## config.mk

```make
export PLATFORM = sky130hd
export DESIGN_NAME = qmp_front
export DESIGN_NICKNAME = d
export VERILOG_FILES = /design/src/rtl/qmp_pkg.sv /design/src/rtl/qmp_front.sv
export SDC_FILE = /design/constraint.sdc
export NUM_CORES = 2
export LEC_CHECK = 0
export BUFFER_PORTS_ARGS = -buffer_cell sky130_fd_sc_hd__buf_2
export CAP_MARGIN = 40
export CORE_MARGIN = 3
export CORE_UTILIZATION = 60
export DETAILED_ROUTE_END_ITERATION = 8
export PLACE_DENSITY = 0.78
export REMOVE_ABC_BUFFERS = 1
export SYNTH_ARGS = -nofsm -noshare
export SYNTH_HDL_FRONTEND = slang
export SYNTH_SLANG_ARGS = --single-unit
export TNS_END_PERCENT = 10
```

## constraint.sdc

```tcl
create_clock -name clk -period 8.16 [get_ports clk]
set_input_delay 1.224 -clock clk [delete_from_list [all_inputs] [get_ports clk]]
set_output_delay 1.224 -clock clk [all_outputs]
set_load 0.05 [all_outputs]
```

## src/rtl/qmp_pkg.sv

```systemverilog
`timescale 1ns / 1ps
// shared types, constants and saturation helpers for the quintic motion profile unit
// no dependencies
package qmp_pkg;

  localparam int TIME_BITS_DEF = 24;
  localparam int CFG_W         = 32;
  localparam int CFG_IDX_W     = 2;
  localparam int INV_W         = 48;
  localparam int COEF_W        = 48;
  localparam int SCOEF_W       = 53;
  localparam int TAU_W         = 32;
  localparam int POS_W         = 32;
  localparam int VEL_W         = 32;
  localparam int ACC_W         = 48;
  localparam int OUT_W         = POS_W + VEL_W + ACC_W;

  localparam logic [CFG_IDX_W-1:0] REG_MOVE_LENGTH = 2'd0;
  localparam logic [CFG_IDX_W-1:0] REG_MOVE_TICKS  = 2'd1;
  localparam logic [CFG_IDX_W-1:0] REG_START_SPEED = 2'd2;
  localparam logic [CFG_IDX_W-1:0] REG_END_SPEED   = 2'd3;

  typedef enum logic [1:0] {
    CLS_BEFORE,
    CLS_AFTER,
    CLS_INSIDE
  } cls_t;

  typedef enum logic [2:0] {
    DV_IDLE,
    DV_MUL,
    DV_COEF,
    DV_SCALE,
    DV_DIV
  } dv_state_t;

  typedef struct packed {
    logic signed [COEF_W-1:0]  c1;
    logic signed [COEF_W-1:0]  c3;
    logic signed [COEF_W-1:0]  c4;
    logic signed [COEF_W-1:0]  c5;
    logic signed [SCOEF_W-1:0] c3x3;
    logic signed [SCOEF_W-1:0] c4x4;
    logic signed [SCOEF_W-1:0] c5x5;
    logic signed [SCOEF_W-1:0] c3x6;
    logic signed [SCOEF_W-1:0] c4x12;
    logic signed [SCOEF_W-1:0] c5x20;
  } coef_t;

  typedef struct packed {
    cls_t             cls;
    logic [TAU_W-1:0] tau;
  } qent_t;

  function automatic logic signed [47:0] sat48(input logic signed [63:0] x);
    logic signed [63:0] hi;
    logic signed [63:0] lo;
    hi = 64'sh0000_7FFF_FFFF_FFFF;
    lo = -hi - 64'sd1;
    if (x > hi) begin
      sat48 = hi[47:0];
    end else if (x < lo) begin
      sat48 = lo[47:0];
    end else begin
      sat48 = x[47:0];
    end
  endfunction

  function automatic logic signed [31:0] sat32(input logic signed [63:0] x);
    logic signed [63:0] hi;
    logic signed [63:0] lo;
    hi = 64'sh0000_0000_7FFF_FFFF;
    lo = -hi - 64'sd1;
    if (x > hi) begin
      sat32 = hi[31:0];
    end else if (x < lo) begin
      sat32 = lo[31:0];
    end else begin
      sat32 = x[31:0];
    end
  endfunction

endpackage

```

## src/rtl/qmp_front.sv

```systemverilog
`timescale 1ns / 1ps
// front end: accepts time samples, classifies them and forms tau = t * inv >> 16
// depends on qmp_pkg
module qmp_front #(
  parameter int TIME_BITS = qmp_pkg::TIME_BITS_DEF
) (
  input  logic                        clk,
  input  logic                        rst,
  input  logic                        in_valid,
  output logic                        in_ready,
  input  logic [TIME_BITS-1:0]        sample_time,
  input  logic [TIME_BITS-1:0]        dur,
  input  logic [qmp_pkg::INV_W-1:0]   inv,
  input  logic                        busy,
  input  logic                        q_full,
  output logic                        q_push,
  output qmp_pkg::qent_t              q_data
);
  import qmp_pkg::*;

  localparam int TM = TIME_BITS - 1;
  localparam int IH = INV_W / 2;
  localparam int SW = TM + INV_W;

  logic [2:0]        vld;
  logic              adv, acc;
  cls_t              cls_in, cls1, cls2, cls3;
  logic [TM-1:0]     tmag1;
  logic [TM+IH-1:0]  plo, phi;
  logic [SW-1:0]     psum;
  logic [TAU_W-1:0]  tau3;

  assign adv      = !(vld[2] && q_full);
  assign in_ready = adv && !busy;
  assign acc      = in_valid && in_ready;
  assign q_push   = vld[2] && !q_full;
  assign q_data   = '{cls: cls3, tau: tau3};

  always_comb begin
    if (sample_time[TIME_BITS-1] || sample_time == '0) begin
      cls_in = CLS_BEFORE;
    end else if ({1'b0, sample_time[TM-1:0]} >= dur) begin
      cls_in = CLS_AFTER;
    end else begin
      cls_in = CLS_INSIDE;
    end
  end

  assign psum = SW'(plo) + (SW'(phi) << IH);

  always_ff @(posedge clk) begin
    if (rst) begin
      vld <= '0;
    end else if (adv) begin
      vld <= {vld[1:0], acc};
    end
  end

  always_ff @(posedge clk) begin
    if (adv) begin
      tmag1 <= sample_time[TM-1:0];
      cls1  <= cls_in;
      plo   <= tmag1 * inv[IH-1:0];
      phi   <= tmag1 * inv[INV_W-1:IH];
      cls2  <= cls1;
      tau3  <= psum[TAU_W+15:16];
      cls3  <= cls2;
    end
  end

endmodule

```

# --- Word level (Yosys, flattened, before mapping) ---
# Index checks and enable logic that the tools add are counted.
# W data, S select, Z words.
word_totals:
  output_inout_bits: 36
  regBits: 135
op_classes:
  muxes: 1
  multipliers: 2
  reduce_logical: 9
  magnitude_cmp: 1
  addsub: 1
op_table:
  columns: ["cell", "count"]
  rows:
  - ["$add A47 B48 Y48", 1]
  - ["$mul A23 B24 Y47", 1]
  - ["$ge A23 B24 Y1", 1]
  - ["$logic_not A24 Y1", 1]
  - ["$mul A23 B24 Y24", 1]
  - ["$logic_and A1 B1 Y1", 4]
  - ["$logic_not A1 Y1", 3]
  - ["$mux W2", 1]
  - ["$logic_or A1 B1 Y1", 1]

# --- Logic depth before layout (Yosys ltp) ---
logic_depth:
  ltp_word: 4
  depth_mapped: 28
  depth_no_buf: 26

# --- Worst setup path before layout ---
# No wires, ideal clock.
synth_path:
  path_type: "in2reg"
  startpoint: "input port inv[14] in the netlist's numbering"
  endpoint: "register plo[32], data pin"
  t_arrival_ps: 7184
  required_time_ps: 7902
  n_path_buf: 1
  cell_stages: 23
  setup_slack_ps: 718
  setup_ps: 258
  cell_sequence: "clkbuf_1 > nand2_1 > fa_1 > fa_1 > fa_1 > fa_1 > inv_1 > fa_1 > fa_1 > inv_1 > fa_1 > inv_1 > ha_1 > a2111oi_0 > o21ai_1 > o21ai_0 > o21ai_1 > o211a_1 > or2_1 > a21oi_2 > inv_2 > a31o_1 > xor2_1"
synth_between:
  elab_chain_len: 1
synth_rtl:
  columns: ["element", "line", "source"]
  rows:
  - ["from (decl)", "qmp_front.sv:13", "input logic [qmp_pkg::INV_W-1:0] inv,"]
  - ["$mul A23 B24 Y47", "qmp_front.sv:63", "plo <= tmag1 * inv[IH-1:0];"]
  - ["to (signal assigned)", "qmp_front.sv:63", null]
  - ["to (decl)", "qmp_front.sv:29", "logic [TM+IH-1:0] plo, phi;"]
# No other way between the ends.
# A chain may end at the register's enable or synchronous reset.

# --- Final worst setup path ---
layout_path:
  startpoint: "input port inv[11] in the netlist's numbering"
  endpoint: "register plo[46], data pin"
# Same word-level chain as after synthesis.

==> results.txt <==
Outcome - finished, final reports clean
Clk sinks - 119
Final TNS setup - 0 ns
Worst-Margin Slew - 1.000 ns
Area of the multi-input gates - 0.02449 mm2
Gate Count Post-Synth - 3,391
RSZ-0062 raised after global routing - no
Total Wirelength - 79,950 um
Worst Hold Path EP - cls3[0]
Fin. Hold Viols - 0
Layout net count - 4,517
Pre-CTS setup slack - 0.1643 ns
Width of the die - 235.7 um
Clock transition at path regs - 0.07 ns
Diode count - 0
Area grow syn2layout - 6.544%
First-pass GRT wire length - 130,700 um
Root Buffer - clkbuf_16
Largest family of logic cells by synthesized area - adder cells
CTS tree - built
Delay-heaviest family, CP - adder cells
Total of max-cap violations - 0
Reg2Reg Setup Slack - 0.56 ns
Total Routing Usage GR - 29.87%
Number of enable flip-flop cells after synthesis - 116
Critical Path AT - 7.82 ns
DR pass1 iterations - 6
Dominant cell by count in the synthesized netlist - inv_1
Syn Area/Cell - 9.332 um2
Share of layout cells above drive strength 1 - 7.403%
Post-route ant nets - 0
DRC violations left - 0
Final Setup Violations - 0
Top-area cell type share of the netlist area - 42.51%
Max FO, Critical Path - 17
IO buf count - 136
Final Core Density - 65.19%
FMAX - 0.1310 GHz
Vias per inst - 5.568
Vias in the first global route - 24,450
CTS Hold Bufs - 0
Routed wire per std cell - 19.32 um
Layout Cells excl Fill - 4,138
Fraction of registers with async set/reset - 0%
Register area - 0.003543 mm2
XOR/XNOR Fraction of Synth Area - 3.127%
Die height - 235.7 um
GPL Wtd Cong - 0.9612
Critical Path Most Common Cell - fa_1
Post-route setup slack - 0.5241 ns
Minimum clock period - 7.636 ns
R2r worst-path depth - 23
Post-Syn Area - 0.03165 mm2
Row count - 83
Clock skew - 0.01438 ns
Critical Path Start Type - primary input
Fin. max-slew vios - 0
Hold path start - cls2[0]
Fill count - 4,177
Cells after DPL - 4,106
Mux contribution to synthesized area - 0%
Hold Path Depth - 0
Grt total ovfl - 0
Top Ports - 137
Leading area contributor after synthesis - fa_1
Post-Synth Adder-Cell Area - 54.33%
RR Startpoint - tmag1[7]
Crit Path Category - in -> reg
Longest Clk Path Bufs - 2
Cts bufs inserted - 17
Period Utilization, post-route - 93.58%
Post-synthesis sequential area ratio - 11.20%
DR vias - 23,039
Skew-Pair Late Insertion Delay - 0.44 ns
Starting DRT DRC Count - 1,864
Crit-path max cell delay - 0.52 ns
DIE AREA - 0.05553 mm2
Initial antenna violation count - 4
Top post-synthesis cells by count - inv_1, fa_1, nand2_1, and2_1, ha_1
Slew HR - 33.33%
Compound-cell area share of the yosys netlist - 4.523%
Top cells by area, synth - fa_1, ha_1, edfxtp_1, inv_1, nand2_1
CTS HTree Levels - 4
Largest net degree at the start of global routing - 44
Crit-path slowest cell - fa_1
R2R Path End - plo[46]
Starting Density - 61.19%
HP Class - reg -> reg
Number of setup buffers added after CTS - 0
Yosys reg bits - 119
Core area - 0.05172 mm2
Unique masters post-synth - 60
Post-DP HPWL - 65,190 um
Endpoint class of the critical path - flip-flop
Buffers & Inverters on Critical Path - 6
Cts repair resizes - 0
Post-Synth Simple-Gate Area - 15.37%
Synth warnings - 0
Most common flop cell mapped by yosys - edfxtp_1
Crit path required time - 8.35 ns
-- layout by cell type (no fill, tap or decap), types with 12 or more instances in the layout --
cell | netlist | routed
nand2_1 | 557 | 556
a21o_1 | 35 | 35
nand3_1 | 18 | 18
xnor2_1 | 84 | 84
edfxtp_1 | 116 | 116
clkbuf_16 | 0 | 17
buf_2 | 0 | 136
buf_4 | 0 | 53
nor2b_1 | 12 | 12
xor2_1 | 29 | 29
and2_1 | 329 | 329
fa_1 | 672 | 672
inv_1 | 804 | 804
nor2_1 | 35 | 35
a21oi_1 | 67 | 67
o21ai_0 | 23 | 23
nor3_1 | 14 | 14
nand4_1 | 12 | 12
ha_1 | 299 | 299
-- logic make-up after synthesis --
group | Yosys count
AO/OA/AOI/OAI | 205
XOR/XNOR | 113
adder cells (fa/ha/maj) | 971
buffers and inverters | 965
flip-flops | 119
AND/OR/NAND/NOR | 1018
-- registers in the layout (all words and copies together), names as in the netlist --
register,count
cls3,2
tau3,32
plo,31
tmag1,23
vld,3
cls2,2
cls1,2
phi,24
-- worst max path at each step --
stage / endpoint / startpoint / cells past startpoint
floorplan: plo[32] / inv[11] / 23
global placement: plo[46] / inv[11] / 24
detailed placement: plo[46] / inv[11] / 25
CTS: plo[46] / inv[11] / 25
global route: plo[46] / inv[11] / 25
finish: plo[46] / inv[11] / 25
-- metal layers --
| layer | up-vias | global-route usage [%] | routed length [um] |
|---|---|---|---|
| met3 | 160 | 8.435 | 9422 |
| met4 | 4 | 7.375 | 2185 |
| li1 | 10125 | - | - |
| met1 | 11560 | 41.83 | 32430 |
| met5 | - | 0 | 21 |
| met2 | 1190 | 46.54 | 35900 |
-- layout make-up --
cell class / instances / share of cell area, %
Clock buffer: 17 / 1.262
Clock inverter: 15 / 0.5307
Inverter: 805 / 8.962
Multi-Input combinational cell: 2307 / 72.63
Sequential cell: 119 / 10.51
Tap cell: 680 / 2.523
Timing Repair Buffer: 195 / 3.585
-- per-stage QoR --
step | instance area, um2 | hold WS (ns)
after global routing | 33720 | 0.4269
after detailed placement | 33110 | 0.4045
after CTS | 33720 | 0.4179
after floorplan | 31040 | 0.4003
final | 33720 | 0.4187
after global placement | 33020 | 0.4016
Power is not shown: default switching activity piles up to over one toggle a cycle in this logic, so the estimate is an artifact.
