--- config.mk ---
export PLATFORM = sky130hd
export DESIGN_NAME = qmp_fifo
export DESIGN_NICKNAME = d
export VERILOG_FILES = /design/src/rtl/qmp_pkg.sv /design/src/rtl/qmp_fifo.sv
export SDC_FILE = /design/constraint.sdc
export NUM_CORES = 1
export LEC_CHECK = 0
export BUFFER_PORTS_ARGS = -buffer_cell sky130_fd_sc_hd__buf_4
export CAP_MARGIN = 20
export CORE_MARGIN = 3
export CORE_UTILIZATION = 40
export DETAILED_ROUTE_END_ITERATION = 8
export PLACE_DENSITY = 0.65
export RECOVER_POWER = 25
export SKIP_LAST_GASP = 1
export SLEW_MARGIN = 20
export SYNTH_ARGS = -nofsm -noshare
export SYNTH_HDL_FRONTEND = slang
export SYNTH_SLANG_ARGS = --single-unit
--- constraint.sdc ---
create_clock -name clk -period 2 [get_ports clk]
set_input_delay 0.2 -clock clk [delete_from_list [all_inputs] [get_ports clk]]
set_output_delay 0.2 -clock clk [all_outputs]
set_load 0.01 [all_outputs]
--- src/rtl/qmp_pkg.sv ---
`timescale 1ns / 1ps
// shared types, constants and saturation helpers for the quintic motion profile unit
// no dependencies
package qmp_pkg;

  localparam int TIME_BITS_DEF = 24;
  localparam int CFG_W         = 32;
  localparam int CFG_IDX_W     = 2;
  localparam int INV_W         = 48;
  localparam int COEF_W        = 48;
  localparam int SCOEF_W       = 53;
  localparam int TAU_W         = 32;
  localparam int POS_W         = 32;
  localparam int VEL_W         = 32;
  localparam int ACC_W         = 48;
  localparam int OUT_W         = POS_W + VEL_W + ACC_W;

  localparam logic [CFG_IDX_W-1:0] REG_MOVE_LENGTH = 2'd0;
  localparam logic [CFG_IDX_W-1:0] REG_MOVE_TICKS  = 2'd1;
  localparam logic [CFG_IDX_W-1:0] REG_START_SPEED = 2'd2;
  localparam logic [CFG_IDX_W-1:0] REG_END_SPEED   = 2'd3;

  typedef enum logic [1:0] {
    CLS_BEFORE,
    CLS_AFTER,
    CLS_INSIDE
  } cls_t;

  typedef enum logic [2:0] {
    DV_IDLE,
    DV_MUL,
    DV_COEF,
    DV_SCALE,
    DV_DIV
  } dv_state_t;

  typedef struct packed {
    logic signed [COEF_W-1:0]  c1;
    logic signed [COEF_W-1:0]  c3;
    logic signed [COEF_W-1:0]  c4;
    logic signed [COEF_W-1:0]  c5;
    logic signed [SCOEF_W-1:0] c3x3;
    logic signed [SCOEF_W-1:0] c4x4;
    logic signed [SCOEF_W-1:0] c5x5;
    logic signed [SCOEF_W-1:0] c3x6;
    logic signed [SCOEF_W-1:0] c4x12;
    logic signed [SCOEF_W-1:0] c5x20;
  } coef_t;

  typedef struct packed {
    cls_t             cls;
    logic [TAU_W-1:0] tau;
  } qent_t;

  function automatic logic signed [47:0] sat48(input logic signed [63:0] x);
    logic signed [63:0] hi;
    logic signed [63:0] lo;
    hi = 64'sh0000_7FFF_FFFF_FFFF;
    lo = -hi - 64'sd1;
    if (x > hi) begin
      sat48 = hi[47:0];
    end else if (x < lo) begin
      sat48 = lo[47:0];
    end else begin
      sat48 = x[47:0];
    end
  endfunction

  function automatic logic signed [31:0] sat32(input logic signed [63:0] x);
    logic signed [63:0] hi;
    logic signed [63:0] lo;
    hi = 64'sh0000_0000_7FFF_FFFF;
    lo = -hi - 64'sd1;
    if (x > hi) begin
      sat32 = hi[31:0];
    end else if (x < lo) begin
      sat32 = lo[31:0];
    end else begin
      sat32 = x[31:0];
    end
  endfunction

endpackage

--- src/rtl/qmp_fifo.sv ---
`timescale 1ns / 1ps
// four-entry queue between the front end and the evaluation pipeline
// depends on qmp_pkg
module qmp_fifo (
  input  logic           clk,
  input  logic           rst,
  input  logic           push,
  input  qmp_pkg::qent_t wdata,
  input  logic           pop,
  output qmp_pkg::qent_t rdata,
  output logic           full,
  output logic           empty
);
  import qmp_pkg::*;

  qent_t      mem [0:3];
  logic [1:0] wr_ptr, rd_ptr;
  logic [2:0] count;

  assign full  = (count == 3'd4);
  assign empty = (count == 3'd0);
  assign rdata = mem[rd_ptr];

  always_ff @(posedge clk) begin
    if (push) begin
      mem[wr_ptr] <= wdata;
    end
  end

  always_ff @(posedge clk) begin
    if (rst) begin
      wr_ptr <= '0;
      rd_ptr <= '0;
      count  <= '0;
    end else begin
      if (push) begin
        wr_ptr <= wr_ptr + 2'd1;
      end
      if (pop) begin
        rd_ptr <= rd_ptr + 2'd1;
      end
      count <= count + 3'(push) - 3'(pop);
    end
  end

endmodule

Yosys cells after proc, flatten, opt, wreduce, memory -nomap -nowiden:

Memory sizes are Yosys's and may differ from the RTL's. A register that Yosys moved wholly into a read port is not among the register bits.
Index checks and enable logic that the tools add are counted.

* add/subtract/negate cells: 4
* equal/unequal tests: 1
* multiplexer cells: 4
* reductions and logical operators: 1

Operators by type and width (number)
* adder 2 x 1 -> 2 bit (second input constant): 2
* 2-to-1 mux 2 bit: 2
* adder 3 x 1 -> 3 bit: 1
* equality test 3 bit (second input constant): 1
* zero test 3 bit: 1
* subtractor 3 x 1 -> 3 bit: 1
* 2-to-1 mux 1 bit: 2

* word-level logic and storage cells: 14
* memory bits (writable): 136
* memories kept: 1
* flip-flop bits (word level): 7
* bits of input ports: 38

Memory list
* mem: words 4, bits a word 34, rd ports 1, clocked after Yosys merged registers in 1, write ports 1, RTL line qmp_fifo.sv:16 `qent_t mem [0:3];`

Logic depth before layout (Yosys ltp):

Gate-level depths: netlist (run 1).

* depth in word-level cells: 3
* depth in mapped cells: 7
* mapped depth without buffers: 7

Worst setup path before layout (run 1):

OpenSTA, ideal clock, no wires.

* path kind: reg-to-reg
* start point: register wr_ptr[0]
* end point: memory mem[2][0] (netlist bit), enable pin
* slack: 0.229 ns
* arrival time: 1.376 ns
* required time: 1.606 ns
* path buffers: 0
* cell stages (with the launch flop): 4
* path through: dfxtp_1 -> inv_1 -> ha_1 -> and2_1

RTL lines
* from (decl): RTL line qmp_fifo.sv:17 `logic [1:0] wr_ptr, rd_ptr;`
* from (signal assigned): RTL line qmp_fifo.sv:37 `wr_ptr <= wr_ptr + 2'd1;`
* to (decl): RTL line qmp_fifo.sv:16

Straight into the memory's write port.

==> results.py, run 1 <==
metrics = {
    "run_status": {
        "result_of_the_run": "finished clean",
    },
    "synth": {
        "synth.top_cells.by_area": "edfxtp_1 (76%), mux4_2 (13%), dfxtp_1 (3.3%)",
        "synth-warning-count": 0,
        "mappedNetlistArea_mm2": 0.00539,
        "synthFlopType": "edfxtp_1",
        "synth.ff_latch_count": 145,
        "post_synth_inst_count": 220,
        "postSynthAreaPerCell_um2": 24.5,
        "syn-num-nets": 265,
        "fraction_of_post_synthesis_cell_area_in_the_top_cell_type_by_area_pct": 75.7,
        "synth_seq_area_share_pct": 79.1,
        "synth_commonest_cells": "edfxtp_1 (136), mux4_2 (30), dfxtp_1 (9), ha_1 (6), inv_1 (6)",
        "async_sr_flop_fraction_pct": 0,
        "synth_top_cell_by_area": "edfxtp_1",
        "synth_edf_count": 136,
        "synthDistinctLibCells": 22,
        "synthMostInstantiatedCell": "edfxtp_1",
    },
    "global_route": {
        "grt_first_pass_wirelength_mm": 14.4,
        "grt_pass1_vias": 2746,
        "grt_start_max_net_pins": 35,
        "grt_antenna_before_repair": 0,
        "groute.usage.overall_pct": 13.4,
        "grt-ovfl-total": 0,
    },
    "sta": {
        "setup_repair_after_global_routing_missed_its_margin": "false",
        "finalMaxSlewViolations": 0,
        "period_needed_ns": 1.92,
        "setup-violations-final": 0,
        "worst_clock_skew_ns": 0.00668,
        "final_period_utilization_pct": 96.1,
        "worstMarginPinSlew_ns": 0.924,
        "relSlewSlack_pct": 38.4,
        "whs_ns": 0.101,
        "final-hold-violation-count": 0,
        "maxClockFrequency_mhz": 520,
    },
    "setup_path": {
        "crit_arrival_ns": 1.72,
        "kind_of_capture_point_of_the_worst_setup_path": "output pin",
        "cp-start-kind": "flop",
        "reg2reg_slack_ns": 0.26,
        "worst_path_class_setup": "flop to output pin",
        "worstPathMaxFanout": 13,
        "cp.required_ns": 1.80,
    },
    "place": {
        "post_dp_cell_area_mm2": 0.00615,
        "gp_congestion": 0.713,
        "dp.cells": 465,
        "place_hpwl_mm": 5.49,
        "quantity_of_i_o_buffers_inserted_on_ports": 73,
    },
    "power_and_ir_drop": {
        "power.density_cell_area_mw_per_mm2": 1050,
        "max-vdd-ir-drop_v": 0.000528,
        "p_leak_nw": 2.43,
        "power.total_mw": 7.44,
    },
    "cts": {
        "cts_root_buffer": "clkbuf_16",
        "clock_tree.buffer_depth": 2,
        "total_cts_buffers": 17,
        "clkSinkCount": 145,
        "cts.clk_slew.worst_paths_ns": 0.06,
        "htreeDepth": 4,
        "tritoncts": "done",
        "worst_skew_pair.late_latency_ns": 0.41,
    },
    "cells_and_area": {
        "fin_nets": 394,
        "finish.utilization_pct": 54.8,
        "drive_above_1_share_pct": 35.1,
        "antenna_cells": 0,
        "finalInstanceArea_mm2": 0.00706,
        "area_delta_synth_final_pct": 30.9,
        "instances_no_fill": 534,
    },
    "detailed_routing": {
        "detail_route.wl_per_cell_um": 17.8,
        "avgViaCountPerCell": 4.81,
        "drt_wl_total_mm": 9.49,
        "route.antenna.remaining_nets": 0,
        "remaining_drc_errors": 0,
        "detailedRoute.firstIterationViolations": 220,
        "routed-via-count": 2566,
        "drtPass1Iterations": 4,
    },
    "hold_path": {
        "type_of_the_worst_min_delay_path": "input pin to flop",
    },
    "floorplan": {
        "boundaryPins": 74,
        "floorplan.die_area_mm2": 0.0149,
        "std_cell_rows": 41,
        "initial_core_util_pct": 41.9,
        "placeableCoreArea_mm2": 0.0129,
        "dieHeight_um": 122,
        "chip_width_um": 122,
    },
    "job": {
        "cap_viol_max_count": 0,
    },
}
-- routing by layer --
metal	part of all wire [%]	global-route usage [%]
met1	45	17.1
met2	48	21.1
met3	5.5	4.78
met5	0	0
met4	1.6	5.25
-- sequential cells by signal (all words and copies together), names as in the netlist, named ones only --
signal  cells
mem       136
wr_ptr      2
count       3
rd_ptr      2
-- report_power, final --
part / leakage [nW] / switching (mW) / internal (mW) / total, mW
clock network: 0.279 / 1.12 / 1.94 / 3.06
registers: 1.32 / 0.0518 / 3.49 / 3.54
logic: 0.831 / 0.371 / 0.465 / 0.836
-- placed cells by master (no fill, tap or decap), types with 2 or more instances in the layout --
cell           count
nor2_1             5
edfxtp_1         136
dfxtp_1            7
xnor2_1            2
and2_2             4
nor2b_1            2
inv_1              6
dlygate4sd3_1     35
bufinv_16          3
clkinvlp_4         2
ha_1               6
clkinv_2           4
clkinv_1           2
buf_4             59
mux4_1             4
clkbuf_16         19
clkbuf_1          23
mux4_2            30
-- worst paths after layout --
path	from	end	depth (start not counted)
max	flop	rdata[16]	3
min	push	wr_ptr[1]$_SDFFE_PP0P_	3
max reg2reg	count[0]$_SDFF_PP0_	count[2]$_SDFF_PP0_	7
min reg2reg	rd_ptr[0]$_SDFFE_PP0P_	flop	2
-- final cells by class --
class | count | area [um2]
clock buffers | 20 | 437
well taps | 172 | 215
fillers | 1016 | 5820
multi-input cells | 61 | 1020
flip-flops and latches | 145 | 4270
inverters | 6 | 22.5
clock inverters | 12 | 141
repair buffers | 118 | 953
-- logic make-up (layout without fill, tap and decap cells) --
| logic type | Yosys count | in the layout | synth area share (%) |
|---|---|---|---|
| compound gates | 2 | 2 | 0.278 |
| xor+xnor | 3 | 3 | 0.765 |
| fa+ha+maj | 7 | 7 | 1.76 |
| buf+inv | 14 | 156 | 2.09 |
| flops | 145 | 145 | 79.1 |
| mux | 35 | 35 | 14.7 |
| simple gates | 14 | 14 | 1.39 |
-- metrics by stage --
step	TNS (ns)	worst slack (ns)
final	0	0.0782
after global routing	0	0.00416
after CTS	-0.0261	-0.0261
after detailed placement	0	0.219
after global placement	0	0.262
after floorplan	0	0.229
-- repair_timing --
item / in CTS / in global routing
resized for setup: 0 / 3
hold buffers: 35 / 0
endpoints found under the setup margin: 1 / 10
gates cloned: 0 / 2
buffers inserted: 0 / 0
hold endpoints to repair: 137 / 0
pin swaps: 0 / 0
-- critical path, cell delays in order, from the launching register on --
cell       delay (ns)
dfxtp_4          0.41
clkbuf_16        0.22
mux4_2           0.51
buf_4            0.16
(Power assumes the default switching activity.)
==> run 2: changes to the inputs <==
- SETUP_SLACK_MARGIN: default -> 0.3
==> run 2 against run 1 <==
  * Via count is 0.43% higher
  * Wire length is 1.6% higher
  * Register-to-register slack better by 0.18 ns
  * Critical path type unchanged
  * Highest routed layer unchanged
  * Hold slack better by 0.0018 ns
  * Flip-flop and latch count stayed put
  * Global-route usage is 0.52 points higher
  * Setup slack worse by 0.017 ns
==> results.py, run 2 (synthesis gave the netlist of run 1 again) <==
metrics = {
    "run_status": {
        "result_of_the_run": "finished clean",
    },
    "setup_path": {
        "crit_arrival_ns": 1.74,
        "cp-start-kind": "flop",
        "cp.required_ns": 1.80,
        "cp_cell_sequence": "clkbuf_16 > mux4_2 > buf_6",
        "kind_of_capture_point_of_the_worst_setup_path": "output pin",
        "worst_path_class_setup": "flop to output pin",
        "worstPathMaxFanout": 7,
        "worst_path_largest_cell_delay_ns": 0.51,
        "slowest_stage": "mux4_2",
    },
    "job": {
        "cap_viol_max_count": 0,
    },
    "sta": {
        "finalMaxSlewViolations": 0,
        "setup-violations-final": 0,
        "period_needed_ns": 1.94,
        "setup_repair_after_global_routing_missed_its_margin": "true",
        "final_period_utilization_pct": 97.0,
        "maxClockFrequency_mhz": 516,
        "relSlewSlack_pct": 65.7,
        "worst_clock_skew_ns": 0.00395,
        "totalNegativeSetupSlack_ns": 0,
        "finalWorstSetupSlack_ns": 0.0607,
        "worstMarginPinSlew_ns": 0.514,
        "final-hold-violation-count": 0,
    },
    "cells_and_area": {
        "fin_nets": 397,
        "area_delta_synth_final_pct": 34.0,
        "finish.utilization_pct": 56.1,
        "largest_register_ffs": 136,
        "reg.largest.list": "mem: 136 flops, count: 3 flops",
        "layout_common_cells": "edfxtp_1 (136), dlygate4sd3_1 (35), mux4_2 (34)",
        "finalInstanceArea_mm2": 0.00723,
        "layout.cells.most_common": "edfxtp_1",
        "max_flop_register": "mem",
        "nFillCells": 998,
        "antenna_cells": 0,
        "drive_above_1_share_pct": 37.0,
    },
    "power_and_ir_drop": {
        "power.density_cell_area_mw_per_mm2": 1040,
        "power.total_mw": 7.55,
        "max-vdd-ir-drop_v": 0.000473,
        "p_leak_nw": 2.49,
    },
    "detailed_routing": {
        "detail_route.wl_per_cell_um": 18.0,
        "drtPass1Iterations": 4,
        "detailedRoute.firstIterationViolations": 215,
        "routed-via-count": 2577,
        "avgViaCountPerCell": 4.80,
        "route.antenna.remaining_nets": 0,
        "drt_wl_total_mm": 9.65,
        "remaining_drc_errors": 0,
    },
    "cts": {
        "total_cts_buffers": 17,
        "htreeDepth": 4,
        "post-cts-setup-buffers": 0,
        "cts.clk_slew.worst_paths_ns": 0.06,
        "worst_skew_pair.late_latency_ns": 0.41,
        "tritoncts": "done",
        "cts_root_buffer": "clkbuf_16",
        "clock_tree.buffer_depth": 2,
        "clkSinkCount": 145,
    },
    "place": {
        "post_dp_cell_area_mm2": 0.00617,
        "gp_congestion": 0.704,
        "pre_cts_slack_ns": 0.235,
        "quantity_of_i_o_buffers_inserted_on_ports": 73,
        "place_hpwl_mm": 5.58,
    },
    "floorplan": {
        "boundaryPins": 74,
        "floorplan.die_area_mm2": 0.0149,
        "chip_width_um": 122,
        "initial_core_util_pct": 41.9,
        "placeableCoreArea_mm2": 0.0129,
        "std_cell_rows": 41,
        "dieHeight_um": 122,
    },
    "global_route": {
        "grt_first_pass_wirelength_mm": 14.8,
        "grt_antenna_before_repair": 0,
        "grt_pass1_vias": 2752,
        "grt_start_max_net_pins": 35,
        "grt-ovfl-total": 0,
        "groute.usage.overall_pct": 13.9,
    },
    "hold_path": {
        "type_of_the_worst_min_delay_path": "input pin to flop",
    },
}
-- run 2: timing repair --
item	4_1_cts	5_1_grt
hold buffers	35	0
gates cloned	2	1
gates resized for setup	28	17
hold endpoints to repair	142	0
setup endpoints to repair	69	34
pin swaps	1	0
-- run 2: per-layer routing --
| metal | vias to the layer above | share of wire [%] | wire length [um] | global-route usage [%] |
|---|---|---|---|---|
| met2 | 76 | 49 | 4730 | 21.2 |
| met1 | 1309 | 44 | 4210 | 18.1 |
| met5 | - | 0 | 0 | 0 |
| li1 | 1179 | - | - | - |
| met3 | 13 | 5.8 | 561 | 5.52 |
| met4 | 0 | 1.5 | 144 | 5.18 |
-- run 2: through the flow --
stage          hold slack (ns)  std cells
4_1_cts                 0.0854        536
3_3_place_gp             0.400        467
2_1_floorplan            0.272        220
5_1_grt                  0.109        537
6_report                 0.102        537
3_5_place_dp             0.404        467
-- run 2: path summary, 6_finish.rpt --
path	startpoint	end	slack, ns	cells after the start
worst max-delay path	flop	rdata[7]	0.06	3
worst min-delay path	pop	rd_ptr[0]$_SDFFE_PP0P_	0.10	3
worst max register to register	count[0]$_SDFF_PP0_	count[1]$_SDFF_PP0_	0.44	6
worst min register to register	rd_ptr[1]$_SDFFE_PP0P_	flop	0.54	2
-- run 2: power breakdown --
| part | internal (mW) | leakage, nW | total, mW | switching [mW] |
|---|---|---|---|---|
| sequential | 3.49 | 1.32 | 3.54 | 0.0551 |
| combinational | 0.547 | 0.882 | 0.939 | 0.392 |
| clock | 1.94 | 0.283 | 3.07 | 1.13 |
-- run 2: cell type report --
cell class	count	area (um2)	area share, %
inverter	6	22.5	0.312
clock buffer	19	433	5.99
timing repair buffer	121	1130	15.7
sequential	145	4270	59.1
tap	172	215	2.98
clock inverter	13	143	1.97
multi-input combinational	61	1010	14.0
-- run 2: worst max-delay path: cells and delay by family, from the launching register on --
| family | cells | cell delay, ns |
|---|---|---|
| buf+inv | 2 | 0.35 |
| flops | 1 | 0.46 |
| mux | 1 | 0.51 |
